## src/hdl/emc_pkg.sv

```systemverilog
`timescale 1ns / 1ps
package emc_pkg;
    localparam int SUBSET_COUNT = 8;
    localparam int SUB_W = 3;
    localparam int MASS_W = 16;
    localparam int PROD_W = 32;
    localparam int SUM_W = 38;
    localparam int NUM_W = SUM_W + 15;
    localparam int DIV_CNT_W = 6;

    typedef logic [SUB_W-1:0] subset_t;
    typedef logic [MASS_W-1:0] mass_t;

    typedef struct packed {
        logic [SUB_W-1:0]  subset;
        logic [MASS_W-1:0] mass_value;
        logic              first_source;
        logic              last_element;
    } in_req_t;

    typedef struct packed {
        logic [SUB_W-1:0]  out_subset;
        logic [MASS_W-1:0] out_mass;
        logic [MASS_W-1:0] out_belief;
        logic [MASS_W-1:0] out_plausibility;
        logic              total_conflict;
        logic              last_result;
    } out_req_t;

    typedef enum logic [3:0] {
        ST_LOAD, ST_CLEAR, ST_MAC, ST_KSUM, ST_DIV_START, ST_DIV_RUN,
        ST_DIV_STORE, ST_EMIT, ST_EMIT_WAIT
    } state_t;

    // Controller -> datapath commands
    typedef struct packed {
        logic store_elem;
        logic copy_first;
        logic clear_sums;
        logic mac;
        logic ksum;
        logic div_start;
        logic div_step;
        logic div_store;
        logic zero_conflict;
        logic emit;
        logic clear_incoming;
        logic [SUB_W-1:0] idx_a;
        logic [SUB_W-1:0] idx_b;
    } cmd_t;

    // Datapath -> controller status
    typedef struct packed {
        logic is_first;
        logic k_zero;
        logic out_busy;
    } stat_t;
endpackage

```

## src/hdl/emc_if.sv

```systemverilog
`timescale 1ns / 1ps
interface emc_in_if;
    logic valid;
    logic ready;
    emc_pkg::in_req_t data;
    modport source (output valid, output data, input ready);
    modport sink (input valid, input data, output ready);
endinterface

interface emc_out_if;
    logic valid;
    logic ready;
    emc_pkg::out_req_t data;
    modport source (output valid, output data, input ready);
    modport sink (input valid, input data, output ready);
endinterface

```

## src/hdl/evidence_mass_combiner_top.sv

```systemverilog
`timescale 1ns / 1ps
// After the last element, a first source goes straight to emitting results;
// when combining, sums are cleared, the MAC sweep runs, K is summed, then each
// non-empty subset is divided (skipped on total conflict). Throughput: one element
// per cycle while loading; 8 results, one per cycle unless the output stalls.
// The divider (one quotient bit a cycle) and the shared multiplier set the
// combining time. Reset (rst_n, async low) clears all masses, flags and out_valid.
module evidence_mass_combiner_top (
    input logic clk,
    input logic rst_n,
    emc_in_if.sink    in_ch,
    emc_out_if.source out_ch
);
    import emc_pkg::*;

    cmd_t cmd;
    stat_t stat;

    emc_ctrl u_ctrl (
        .clk      (clk),
        .rst_n    (rst_n),
        .in_valid (in_ch.valid),
        .in_last  (in_ch.data.last_element),
        .in_ready (in_ch.ready),
        .stat     (stat),
        .cmd      (cmd)
    );

    emc_dp u_dp (
        .clk       (clk),
        .rst_n     (rst_n),
        .in_data   (in_ch.data),
        .cmd       (cmd),
        .stat      (stat),
        .out_valid (out_ch.valid),
        .out_ready (out_ch.ready),
        .out_data  (out_ch.data)
    );
endmodule

```

## src/hdl/emc_ctrl.sv

```systemverilog
`timescale 1ns / 1ps
module emc_ctrl (
    input  logic           clk,
    input  logic           rst_n,
    input  logic           in_valid,
    input  logic           in_last,
    output logic           in_ready,
    input  emc_pkg::stat_t stat,
    output emc_pkg::cmd_t  cmd
);
    import emc_pkg::*;

    state_t state_reg, state_next;
    logic [2*SUB_W-1:0] cnt_reg, cnt_next;
    logic [DIV_CNT_W-1:0] dcnt_reg, dcnt_next;
    logic first_reg, first_next;

    // Next state and counters
    always_comb
    begin
        state_next = state_reg;
        cnt_next = cnt_reg;
        dcnt_next = dcnt_reg;
        first_next = first_reg;
        unique case (state_reg)
            ST_LOAD:
            begin
                if (in_valid && in_last)
                begin
                    first_next = stat.is_first;
                    cnt_next = '0;
                    state_next = stat.is_first ? ST_EMIT : ST_CLEAR;
                end
            end
            ST_CLEAR:
                state_next = ST_MAC;
            ST_MAC:
            begin
                cnt_next = cnt_reg + 1'b1;
                if (cnt_reg == '1)
                begin
                    cnt_next = 6'd1;
                    state_next = ST_KSUM;
                end
            end
            ST_KSUM:
            begin
                cnt_next = cnt_reg + 1'b1;
                if (cnt_reg[SUB_W-1:0] == '1)
                begin
                    cnt_next = 6'd1;
                    state_next = ST_DIV_START;
                end
            end
            ST_DIV_START:
            begin
                if (stat.k_zero)
                begin
                    cnt_next = '0;
                    state_next = ST_EMIT;
                end
                else
                begin
                    dcnt_next = '0;
                    state_next = ST_DIV_RUN;
                end
            end
            ST_DIV_RUN:
            begin
                dcnt_next = dcnt_reg + 1'b1;
                if (dcnt_reg == DIV_CNT_W'(16))
                    state_next = ST_DIV_STORE;
            end
            ST_DIV_STORE:
            begin
                cnt_next = cnt_reg + 1'b1;
                if (cnt_reg[SUB_W-1:0] == '1)
                begin
                    cnt_next = '0;
                    state_next = ST_EMIT;
                end
                else
                    state_next = ST_DIV_START;
            end
            ST_EMIT:
            begin
                if (!stat.out_busy)
                begin
                    cnt_next = cnt_reg + 1'b1;
                    if (cnt_reg[SUB_W-1:0] == '1)
                        state_next = ST_EMIT_WAIT;
                end
            end
            ST_EMIT_WAIT:
                if (!stat.out_busy)
                    state_next = ST_LOAD;
            default:
                state_next = ST_LOAD;
        endcase
    end

    // Command decode
    always_comb
    begin
        cmd = '0;
        cmd.idx_a = cnt_reg[2*SUB_W-1:SUB_W];
        cmd.idx_b = cnt_reg[SUB_W-1:0];
        in_ready = 1'b0;
        unique case (state_reg)
            ST_LOAD:
            begin
                in_ready = 1'b1;
                cmd.store_elem = in_valid;
                cmd.copy_first = in_valid && in_last && stat.is_first;
            end
            ST_CLEAR:     cmd.clear_sums = 1'b1;
            ST_MAC:       cmd.mac = 1'b1;
            ST_KSUM:      cmd.ksum = 1'b1;
            ST_DIV_START:
            begin
                cmd.div_start = !stat.k_zero;
                cmd.zero_conflict = stat.k_zero;
            end
            ST_DIV_RUN:   cmd.div_step = (dcnt_reg != '0);
            ST_DIV_STORE:
            begin
                cmd.div_store = 1'b1;
                cmd.clear_incoming = (cnt_reg[SUB_W-1:0] == '1);
            end
            ST_EMIT:
            begin
                cmd.emit = !stat.out_busy;
                cmd.clear_incoming = first_reg || stat.k_zero;
            end
            ST_EMIT_WAIT: ;
            default: ;
        endcase
    end

    always_ff @(posedge clk or negedge rst_n)
    begin
        if (!rst_n)
        begin
            state_reg <= ST_LOAD;
            cnt_reg <= '0;
            dcnt_reg <= '0;
            first_reg <= 1'b0;
        end
        else
        begin
            state_reg <= state_next;
            cnt_reg <= cnt_next;
            dcnt_reg <= dcnt_next;
            first_reg <= first_next;
        end
    end

    a_ready_only_load: assert property (@(posedge clk) disable iff (!rst_n)
        in_ready |-> state_reg == ST_LOAD) else $error("ready outside load");
    a_div_len: assert property (@(posedge clk) disable iff (!rst_n)
        state_reg == ST_DIV_STORE |-> $past(state_reg) == ST_DIV_RUN)
        else $error("divider store early");
    a_mac_to_ksum: assert property (@(posedge clk) disable iff (!rst_n)
        (state_reg == ST_MAC && cnt_reg == '1) |=> state_reg == ST_KSUM)
        else $error("mac sweep end");
endmodule

```

## src/hdl/emc_dp.sv

```systemverilog
`timescale 1ns / 1ps
module emc_dp (
    input  logic              clk,
    input  logic              rst_n,
    input  emc_pkg::in_req_t  in_data,
    input  emc_pkg::cmd_t     cmd,
    output emc_pkg::stat_t    stat,
    output logic              out_valid,
    input  logic              out_ready,
    output emc_pkg::out_req_t out_data
);
    import emc_pkg::*;

    mass_t comb_reg [SUBSET_COUNT];
    mass_t inc_reg [SUBSET_COUNT];
    logic [SUM_W-1:0] isum_reg [SUBSET_COUNT];
    logic first_reg;
    logic [SUM_W-1:0] k_reg;
    logic conflict_reg;
    logic [PROD_W-1:0] prod_reg;
    logic [SUB_W-1:0] pidx_reg;
    logic prod_vld_reg;
    logic [NUM_W-1:0] num_reg;
    logic [SUM_W:0] rem_reg;
    logic [MASS_W:0] quo_reg;
    logic out_valid_reg;
    out_req_t out_reg;
    logic [SUM_W:0] rem_sh;
    logic [MASS_W+2:0] bel_sum, pl_sum;

    assign stat.is_first = first_reg || in_data.first_source;
    assign stat.k_zero = (k_reg == '0);
    assign stat.out_busy = out_valid_reg && !out_ready;

    // Restoring divider: one quotient bit per step over the low 16 bits of S*2^15
    assign rem_sh = {rem_reg[SUM_W-1:0], num_reg[NUM_W-1]};

    // Belief / plausibility for the subset being emitted
    always_comb
    begin
        bel_sum = '0;
        pl_sum = '0;
        for (int b = 1; b < SUBSET_COUNT; b++)
        begin
            if ((SUB_W'(b) & cmd.idx_b) == SUB_W'(b))
                bel_sum = bel_sum + (MASS_W+3)'(comb_reg[b]);
            if ((SUB_W'(b) & cmd.idx_b) != '0)
                pl_sum = pl_sum + (MASS_W+3)'(comb_reg[b]);
        end
    end

    always_ff @(posedge clk or negedge rst_n)
    begin
        if (!rst_n)
        begin
            for (int i = 0; i < SUBSET_COUNT; i++)
            begin
                comb_reg[i] <= '0;
                inc_reg[i] <= '0;
                isum_reg[i] <= '0;
            end
            first_reg <= 1'b0;
            out_valid_reg <= 1'b0;
            prod_vld_reg <= 1'b0;
            prod_reg <= '0;
            pidx_reg <= '0;
            num_reg <= '0;
            rem_reg <= '0;
            quo_reg <= '0;
            conflict_reg <= 1'b0;
            k_reg <= '0;
        end
        else
        begin
            if (cmd.store_elem)
            begin
                inc_reg[in_data.subset] <= in_data.mass_value;
                first_reg <= !in_data.last_element &&
                             (first_reg || in_data.first_source);
            end
            if (cmd.copy_first)
            begin
                for (int i = 0; i < SUBSET_COUNT; i++)
                    comb_reg[i] <= (SUB_W'(i) == in_data.subset) ?
                                   in_data.mass_value : inc_reg[i];
                conflict_reg <= 1'b0;
            end
            if (cmd.clear_sums)
                k_reg <= '0;
            // Multiply stage then accumulate
            prod_vld_reg <= cmd.mac;
            prod_reg <= comb_reg[cmd.idx_a] * inc_reg[cmd.idx_b];
            pidx_reg <= cmd.idx_a & cmd.idx_b;
            if (prod_vld_reg)
                isum_reg[pidx_reg] <= isum_reg[pidx_reg] + SUM_W'(prod_reg);
            if (cmd.clear_sums)
                for (int i = 0; i < SUBSET_COUNT; i++)
                    isum_reg[i] <= '0;
            if (cmd.ksum)
                k_reg <= k_reg + isum_reg[cmd.idx_b];
            if (cmd.zero_conflict)
            begin
                for (int i = 0; i < SUBSET_COUNT; i++)
                    comb_reg[i] <= '0;
                conflict_reg <= 1'b1;
            end
            // S <= K, so S*2^15 >> 16 = S >> 1 is already below K: preload it
            if (cmd.div_start)
            begin
                num_reg <= {isum_reg[cmd.idx_b][0], {(NUM_W-1){1'b0}}};
                rem_reg <= {2'b00, isum_reg[cmd.idx_b][SUM_W-1:1]};
                quo_reg <= '0;
                conflict_reg <= 1'b0;
            end
            if (cmd.div_step)
            begin
                num_reg <= {num_reg[NUM_W-2:0], 1'b0};
                if (rem_sh >= {1'b0, k_reg})
                begin
                    rem_reg <= rem_sh - {1'b0, k_reg};
                    quo_reg <= {quo_reg[MASS_W-1:0], 1'b1};
                end
                else
                begin
                    rem_reg <= rem_sh;
                    quo_reg <= {quo_reg[MASS_W-1:0], 1'b0};
                end
            end
            if (cmd.div_store)
            begin
                comb_reg[cmd.idx_b] <= quo_reg[MASS_W-1:0];
                comb_reg[0] <= '0;
            end
            if (cmd.clear_incoming)
                for (int i = 0; i < SUBSET_COUNT; i++)
                    inc_reg[i] <= '0;
            // Output register
            if (cmd.emit)
                out_valid_reg <= 1'b1;
            else if (out_ready)
                out_valid_reg <= 1'b0;
        end
    end

    always_ff @(posedge clk)
    begin
        if (cmd.emit)
        begin
            out_reg.out_subset <= cmd.idx_b;
            out_reg.out_mass <= comb_reg[cmd.idx_b];
            out_reg.out_belief <= (bel_sum > (MASS_W+3)'(16'hFFFF)) ?
                                  16'hFFFF : bel_sum[MASS_W-1:0];
            out_reg.out_plausibility <= (pl_sum > (MASS_W+3)'(16'hFFFF)) ?
                                        16'hFFFF : pl_sum[MASS_W-1:0];
            out_reg.total_conflict <= conflict_reg;
            out_reg.last_result <= (cmd.idx_b == '1);
        end
    end

    assign out_valid = out_valid_reg;
    assign out_data = out_reg;

    a_out_hold: assert property (@(posedge clk) disable iff (!rst_n)
        (out_valid && !out_ready) |=> out_valid) else $error("result dropped");
    a_no_emit_busy: assert property (@(posedge clk) disable iff (!rst_n)
        cmd.emit |-> !(out_valid_reg && !out_ready)) else $error("overwrite");
    a_mass_range: assert property (@(posedge clk) disable iff (!rst_n)
        cmd.div_store |-> quo_reg <= (MASS_W+1)'(32768)) else $error("mass range");
endmodule
```

## src/flat_wrapper.sv

```systemverilog
// flat-port wrapper written by rule: the top's interface ports become plain ports
module evidence_mass_combiner_top_flat import emc_pkg::*;
  (clk, rst_n, in_ch_valid, in_ch_data, in_ch_ready, out_ch_valid, out_ch_data, out_ch_ready);
  emc_in_if in_ch_i ();
  emc_out_if out_ch_i ();
  input logic clk;
  input logic rst_n;
  input wire logic [$bits(in_ch_i.valid)-1:0] in_ch_valid;
  input wire logic [$bits(in_ch_i.data)-1:0] in_ch_data;
  output wire logic [$bits(in_ch_i.ready)-1:0] in_ch_ready;
  output wire logic [$bits(out_ch_i.valid)-1:0] out_ch_valid;
  output wire logic [$bits(out_ch_i.data)-1:0] out_ch_data;
  input wire logic [$bits(out_ch_i.ready)-1:0] out_ch_ready;
  assign in_ch_i.valid = in_ch_valid;
  assign in_ch_i.data = in_ch_data;
  assign in_ch_ready = in_ch_i.ready;
  assign out_ch_valid = out_ch_i.valid;
  assign out_ch_data = out_ch_i.data;
  assign out_ch_i.ready = out_ch_ready;
  evidence_mass_combiner_top u_core (.clk(clk), .rst_n(rst_n), .in_ch(in_ch_i), .out_ch(out_ch_i));
endmodule
```

## config.mk

```make
export PLATFORM = sky130hd
export DESIGN_NAME = evidence_mass_combiner_top_flat
export DESIGN_NICKNAME = d
export VERILOG_FILES = /design/src/hdl/emc_pkg.sv /design/src/hdl/emc_if.sv /design/src/hdl/evidence_mass_combiner_top.sv /design/src/hdl/emc_ctrl.sv /design/src/hdl/emc_dp.sv /design/src/flat_wrapper.sv
export SDC_FILE = /design/constraint.sdc
export NUM_CORES = 2
export LEC_CHECK = 0
export BUFFER_PORTS_ARGS = -buffer_cell sky130_fd_sc_hd__buf_2
export CELL_PAD_IN_SITES_DETAIL_PLACEMENT = 0
export CELL_PAD_IN_SITES_GLOBAL_PLACEMENT = 1
export CORE_MARGIN = 2
export CORE_UTILIZATION = 35
export CTS_CLUSTER_DIAMETER = 60
export CTS_CLUSTER_SIZE = 30
export DETAILED_ROUTE_END_ITERATION = 16
export PLACE_DENSITY_LB_ADDON = 0.2
export SYNTH_ARGS = -nofsm -noshare
export SYNTH_HDL_FRONTEND = slang
export SYNTH_HIERARCHICAL = 1
export SYNTH_SLANG_ARGS = --single-unit
```

## constraint.sdc

```tcl
create_clock -name clk -period 20.1 [get_ports clk]
set_clock_uncertainty 0.1 [all_clocks]
set_input_delay 2.01 -clock clk [delete_from_list [all_inputs] [get_ports clk]]
set_output_delay 2.01 -clock clk [all_outputs]
set_load 0.02 [all_outputs]
```

# Yosys cells after proc, flatten, opt, wreduce, memory -nomap -nowiden
# Index checks and enable logic that the tools add are counted.
# op_classes
order_cmp,10
mul,1
bitwise,5
n_mux,97
n_eq_ne,30
n_addsub,15
reduce_logical,33
# op_table
cell,count
128-bit two-way mux,5
304-bit two-way mux,2
38-bit two-way mux,10
304-bit bitwise mux,1
16-bit two-way mux,19
128-bit bitwise mux,2
38-bit binary-select mux with 3-bit select,2
19-bit two-way mux,9
16-bit binary-select mux with 3-bit select,3
19-bit by 16-bit adder with 19-bit output,7
38-bit demux with 3-bit select,1
53-bit two-way mux,2
16-bit demux with 3-bit select,2
6-bit two-way mux,7
39-bit by 38-bit greater-or-equal comparator with 1-bit output,1
38-bit by 32-bit adder with 38-bit output,1
38-bit adder,1
19-bit by 16-bit greater-than comparator with 1-bit output (second input constant),2
38-bit zero test,1
38-bit subtractor,1
4-bit case mux with 9 select lines,1
6-bit case mux with 6 select lines,1
16-bit by 16-bit multiplier with 32-bit output,1
4-bit two-way mux,7
38 further kinds,102
# totals
out_inout_bits,55
wordCells,235
reg_bits,814

# Longest topological paths before layout
# depth
depth_word,14
depth_mapped,54
ltp_nobuf,51

# Hierarchy
# The synthesis kept the hierarchy.
# modules_own_cells
module,seq_area_each_um2,area_each_um2,cells_each,n_inst
emc_dp,18908.1,58726.3,6450,1
emc_ctrl,425.4,1196.1,139,1

# Least setup slack after synthesis
# No wires, ideal clock.
# synth_path
path_type,register to register
start,reg u_core.u_ctrl.cnt_reg[0]
end,reg u_core.u_dp.out_reg (netlist bit u_core/u_dp/out_data[21]) (data pin)
stages_incl_launch_ff,48
t_arrival_ps,9380
synth_period_minus_slack_ps,9750
n_path_buf,7
path_slack_ps,10350
cell_sequence,dfrtp_1 buf_2 clkbuf_1 clkbuf_1 buf_1 clkbuf_1 clkbuf_1 and2_1 ha_1 xor2_1 nand2_1 nand2_1 ha_1 inv_1 or3_1 and2_1 mux2i_1 o21ai_0 (+12 left out) nand3_1 or4b_2 ha_1 o21a_1 o21ai_0 a21oi_1 o311ai_0 o21ai_0 a31oi_1 ha_1 and2_1 o21ai_0 o31ai_1 or2_0 a211oi_1 mux2_4 buf_6 o211ai_2
# synth_between
elab_chain_cells,14
# synth_lines
element,line_no,rtl
from (decl),emc_ctrl.sv:14,"logic [2*SUB_W-1:0] cnt_reg, cnt_next;"
from (signal assigned),emc_ctrl.sv:152,cnt_reg <= cnt_next;
16-bit two-way mux,emc_dp.sv:45,if ((SUB_W'(b) & cmd.idx_b) == SUB_W'(b))
16-bit by 16-bit adder with 17-bit output,emc_dp.sv:46,bel_sum = bel_sum + (MASS_W+3)'(comb_reg[b]);
17-bit two-way mux,emc_dp.sv:45,
17-bit by 16-bit adder with 18-bit output,emc_dp.sv:46,
19-bit two-way mux,emc_dp.sv:45,
19-bit by 16-bit adder with 19-bit output,emc_dp.sv:46,
19-bit two-way mux,emc_dp.sv:45,
19-bit by 16-bit adder with 19-bit output,emc_dp.sv:46,
19-bit two-way mux,emc_dp.sv:45,
19-bit by 16-bit adder with 19-bit output,emc_dp.sv:46,
19-bit two-way mux,emc_dp.sv:45,
19-bit by 16-bit adder with 19-bit output,emc_dp.sv:46,
19-bit two-way mux (*),emc_dp.sv:45,
19-bit by 16-bit greater-than comparator with 1-bit output,emc_dp.sv:151,out_reg.out_belief <= (bel_sum > (MASS_W+3)'(16'hFFFF)) ?
to (decl),emc_dp.sv:27,out_req_t out_reg;
# Mark *: on every way between the ends. The rest lies on a longest branch, timed or not.
# A chain may end at the register's enable or synchronous reset.

# Final worst setup path
# layout_path
start,reg u_core.u_ctrl.cnt_reg[0]
end,reg u_core.u_dp.out_reg (netlist bit u_core/u_dp/out_data[6]) (data pin)
# layout_between
elab_chain_cells,14
# layout_lines
element,line_no,rtl
16-bit two-way mux,emc_dp.sv:47,if ((SUB_W'(b) & cmd.idx_b) != '0)
16-bit by 16-bit adder with 17-bit output,emc_dp.sv:48,pl_sum = pl_sum + (MASS_W+3)'(comb_reg[b]);
17-bit two-way mux,emc_dp.sv:47,
17-bit by 16-bit adder with 18-bit output,emc_dp.sv:48,
18-bit two-way mux,emc_dp.sv:47,
18-bit by 16-bit adder with 19-bit output,emc_dp.sv:48,
19-bit two-way mux,emc_dp.sv:47,
19-bit by 16-bit adder with 19-bit output,emc_dp.sv:48,
19-bit two-way mux,emc_dp.sv:47,
19-bit by 16-bit adder with 19-bit output,emc_dp.sv:48,
19-bit two-way mux,emc_dp.sv:47,
19-bit by 16-bit adder with 19-bit output,emc_dp.sv:48,
19-bit two-way mux (*),emc_dp.sv:47,
19-bit by 16-bit greater-than comparator with 1-bit output,emc_dp.sv:153,out_reg.out_plausibility <= (pl_sum > (MASS_W+3)'(16'hFFFF)) ?
# Marked as above.

==> results.md <==
* Count of maximum capacitance violations at 1
* Worst path required time at 20.40 ns
* Placed standard-cell area at 62580 um^2
* Worst hold path type: reg -> reg
* CP startpoint kind: flip-flop
* Overall routing resource usage at 28.38%
* Final design area excluding fillers at 65850 um^2
* Starting DRT DRC Count at 5887
* Start point of the worst hold path: u_core/u_dp/conflict_reg
* Total overflow reported by the global router at 0
* Post-route DRC violation count at 0
* Power share of the sequential group at 26.4%
* Average wire per standard cell at 28.98 um
* Internal power of the cells at 4.649 mW
* Antenna violations before repair at 29
* Post-CTS Setup Inserts at 0
* Post-DP HPWL at 180200 um
* Simple-gate portion of the synthesized area at 13.57%
* Floorplan die height at 417.8 um
* Largest net degree at the start of global routing at 148
* Post-synth net total at 7195
* # port buffers at 79
* Clock latency reported for the late side of the worst-skew pair at 0.73 ns
* Synth Area in Compound Gates at 24.15%
* Number of enable-type register cells in the synthesized netlist at 53
* Final #Nets at 7041
* Hold buffers post-CTS at 0
* Final Hold Vio Count at 0
* DR vias at 53140
* Number of primary I/O pins at 80
* Worst Setup End Kind: flip-flop
* Leakage at 29.97 nW
* Comb pwr share at 54.2%
* Post-cts repair resize count at 0
* Max Buffers Root-to-Sink at 3
* End-of-flow core utilization at 38.81%
* Number of global-route vias before repair at 51150
* Delay of the slowest cell on the worst path at 1.03 ns
* Cell with the most instances after synthesis: sky130_fd_sc_hd__nand2_1
* Mean instance size in the synthesized netlist at 9.094 um^2
* Layout area overhead at 9.889%
* Setup repair after global routing missed its margin: false
* Cts bufs inserted at 87
* Library cell occupying the most area in the post-synthesis netlist: sky130_fd_sc_hd__dfrtp_1
* Worst-case setup margin in the final layout at 8.213 ns
* Async set-reset flop share out of synthesis at 93.04%
* Netlist area before placement at 59920 um^2
* Final Power at 9.297 mW
* Buffer cell driving the clock tree root: sky130_fd_sc_hd__clkbuf_16
* Data arrival at the endpoint of the critical path at 12.19 ns
* Hold_ws at 0.3347 ns
* Transition at the pin with the smallest max-transition slack at 1.500 ns
* Detail-routed via count per cell at 6.078
* Sw Pwr at 4.648 mW
* Yosys top cell area share at 29.61%
* Fraction of synthesized area in multiplexers at 6.510%
* Most used flip-flop cell after synthesis: sky130_fd_sc_hd__dfrtp_1
* Worst setup path category: reg -> reg
* Std cell rows at 151
* Slowest cell on the critical path: sky130_fd_sc_hd__a211oi_2
* Distinct cell type count after synthesis at 95
* Xor/xnor cell area share of the yosys netlist at 3.698%
* Most frequent cell on the critical path: sky130_fd_sc_hd__ha_1
* Total length of routed wires at 253400 um
* Crit Reg-Reg Startpoint: u_core/u_ctrl/cnt_reg[0]
* CTS Sinks at 762
* Switching Fraction at 49.99%
* Main combinational cell family by area after synthesis: compound AO/OA/AOI/OAI gates
* Number of placed instances with taps included at 8564
* Worst-case register-to-register setup slack at 8.21 ns
* Flip-flop count of the largest register, all copies and words added at 304
* Overall die width at 417.8 um
* Share of the clock period used by the worst path after layout at 59.14%
* DR pass1 iterations at 6
* Proportion of synthesized chip area in sequential cells at 32.26%
* Synth cell count leaders: sky130_fd_sc_hd__nand2_1, sky130_fd_sc_hd__dfrtp_1, sky130_fd_sc_hd__a21oi_1
* Die Outline Area at 174500 um^2
* Adder-cell share of the synthesized area at 14.72%
* Share of post-route cells with drive strength above 1 at 8.849%
* Final setup vio count at 0
* Pre-CTS setup slack at 8.408 ns
* Max Clock Freq at 84.12 MHz
* Slew HR at -0.1906%
* Number of instances in the synthesized netlist at 6589
* Global-route wire length before repair at 366400 um
* Synth warnings at 6
* Clk pwr share at 19.4%
* Worst IR Drop VDD at 0.08367 mV
* Count of antenna-violating nets left after detailed routing at 0
* Clock period minus final worst setup slack at 11.89 ns
* Worst-path maximum fanout at 46
* Total negative setup slack at 0 ns
* Result of the run: finished with violations
* Failing checks: capacitance limit, slew limit
* H-tree levels at 3
* TritonCTS clock tree: built
* Clock slew at the register clock pins of the worst setup and hold paths at 0.07 ns
* Initial core utilization at 35.32%
* Worst setup path startpoint: u_core/u_ctrl/cnt_reg[0]
* Ratio of total power to cell area at 141.2 nW/um^2
* Number of non-filler instances in the completed layout at 8743
* Final weighted congestion in routability-driven placement at 0.9208
* Synth area leaders: sky130_fd_sc_hd__dfrtp_1, sky130_fd_sc_hd__ha_1, sky130_fd_sc_hd__fa_1
* Standard cell core area at 169700 um^2
* Post-synthesis sequential element count at 762
* Total count of max-transition violations in the final report at 1
==> kinds of logic (layout without fill, tap and decap cells) <==
family,Yosys count,count (layout)
adders and majority gates,581,581
buffers and inverters,798,718
DFF,762,762
muxes,316,316
xor gates and xnor gates,253,253
and+or+nand+nor,1797,1797
other,0,16
AOI/OAI and AO/OA,2082,2082
==> worst max-delay path: cells and delay by family, from the launching register on <==
family	cells	cell delay (ns)
AO/OA/AOI/OAI	20	5.11
XOR/XNOR	5	0.79
adder cells (fa/ha/maj)	7	2.16
buffers and inverters	2	0.17
flip-flops	1	0.89
multiplexers	2	0.37
AND/OR/NAND/NOR	10	1.95
==> layout make-up <==
type	instances	area [um^2]
clock buffer	89	2195
multi-input combinational	5029	37840
inverter	370	1389
tap	2218	2775
fill	17120	103800
clock inverter	74	1033
timing repair buffer	185	1226
sequential	762	19350
antenna	16	40.04
==> layer usage <==
layer / wire, um / track usage (%)
met5: 49 / 0
met4: 8925 / 9.343
met3: 21110 / 5.662
met2: 111500 / 43.07
met1: 111800 / 40.27
==> placed cells by master (no fill, tap or decap), types with 15 or more instances in the layout <==
master / n
sky130_fd_sc_hd__a211oi_1: 45
sky130_fd_sc_hd__xor2_1: 99
sky130_fd_sc_hd__a21oi_1: 520
sky130_fd_sc_hd__inv_1: 364
sky130_fd_sc_hd__nor2_1: 387
sky130_fd_sc_hd__nand3_1: 107
sky130_fd_sc_hd__o21a_1: 58
sky130_fd_sc_hd__xnor2_1: 154
sky130_fd_sc_hd__mux4_2: 50
sky130_fd_sc_hd__or3_1: 25
sky130_fd_sc_hd__a22o_1: 430
sky130_fd_sc_hd__dfrtp_1: 704
sky130_fd_sc_hd__or2_2: 19
sky130_fd_sc_hd__ha_1: 374
sky130_fd_sc_hd__and3_1: 26
sky130_fd_sc_hd__edfxtp_1: 53
sky130_fd_sc_hd__o21ai_0: 234
sky130_fd_sc_hd__o22ai_1: 15
sky130_fd_sc_hd__nor3_1: 59
sky130_fd_sc_hd__buf_2: 78
sky130_fd_sc_hd__fa_1: 207
sky130_fd_sc_hd__clkbuf_16: 87
sky130_fd_sc_hd__a31oi_1: 36
sky130_fd_sc_hd__a221oi_1: 43
sky130_fd_sc_hd__and2_1: 76
sky130_fd_sc_hd__buf_4: 104
sky130_fd_sc_hd__nand2b_1: 41
sky130_fd_sc_hd__mux2i_1: 197
sky130_fd_sc_hd__nand4_1: 77
sky130_fd_sc_hd__o21bai_1: 23
sky130_fd_sc_hd__a21o_1: 136
sky130_fd_sc_hd__o211ai_1: 22
sky130_fd_sc_hd__a22oi_1: 321
sky130_fd_sc_hd__mux2_2: 62
sky130_fd_sc_hd__nor2b_1: 87
sky130_fd_sc_hd__o31ai_1: 54
sky130_fd_sc_hd__diode_2: 16
sky130_fd_sc_hd__nand2_1: 791
==> path summary, 6_finish.rpt <==
kind,endpoint,depth (start not counted)
hold reg to reg,u_core/u_dp/out_data[1],0
setup reg to reg,u_core/u_dp/out_data[6],46
hold / removal,u_core/u_dp/out_data[1],0
min in group asynchronous,u_core/u_dp/isum_reg[236],1
setup / recovery,u_core/u_dp/out_data[6],46
max in group asynchronous,u_core/u_ctrl/cnt_reg[1],4
==> power groups by stage <==
stage          logic (mW)  registers [mW]  clock network (mW)
2_1_floorplan        3.36            2.20                   0
3_3_place_gp         4.92            2.46                   0
3_5_place_dp         4.93            2.46                   0
4_1_cts              4.96            2.43                1.83
5_1_grt              5.44            2.48                1.89
6_report             5.04            2.45                1.81
No activity file was read; power rests on OpenSTA's default activity.
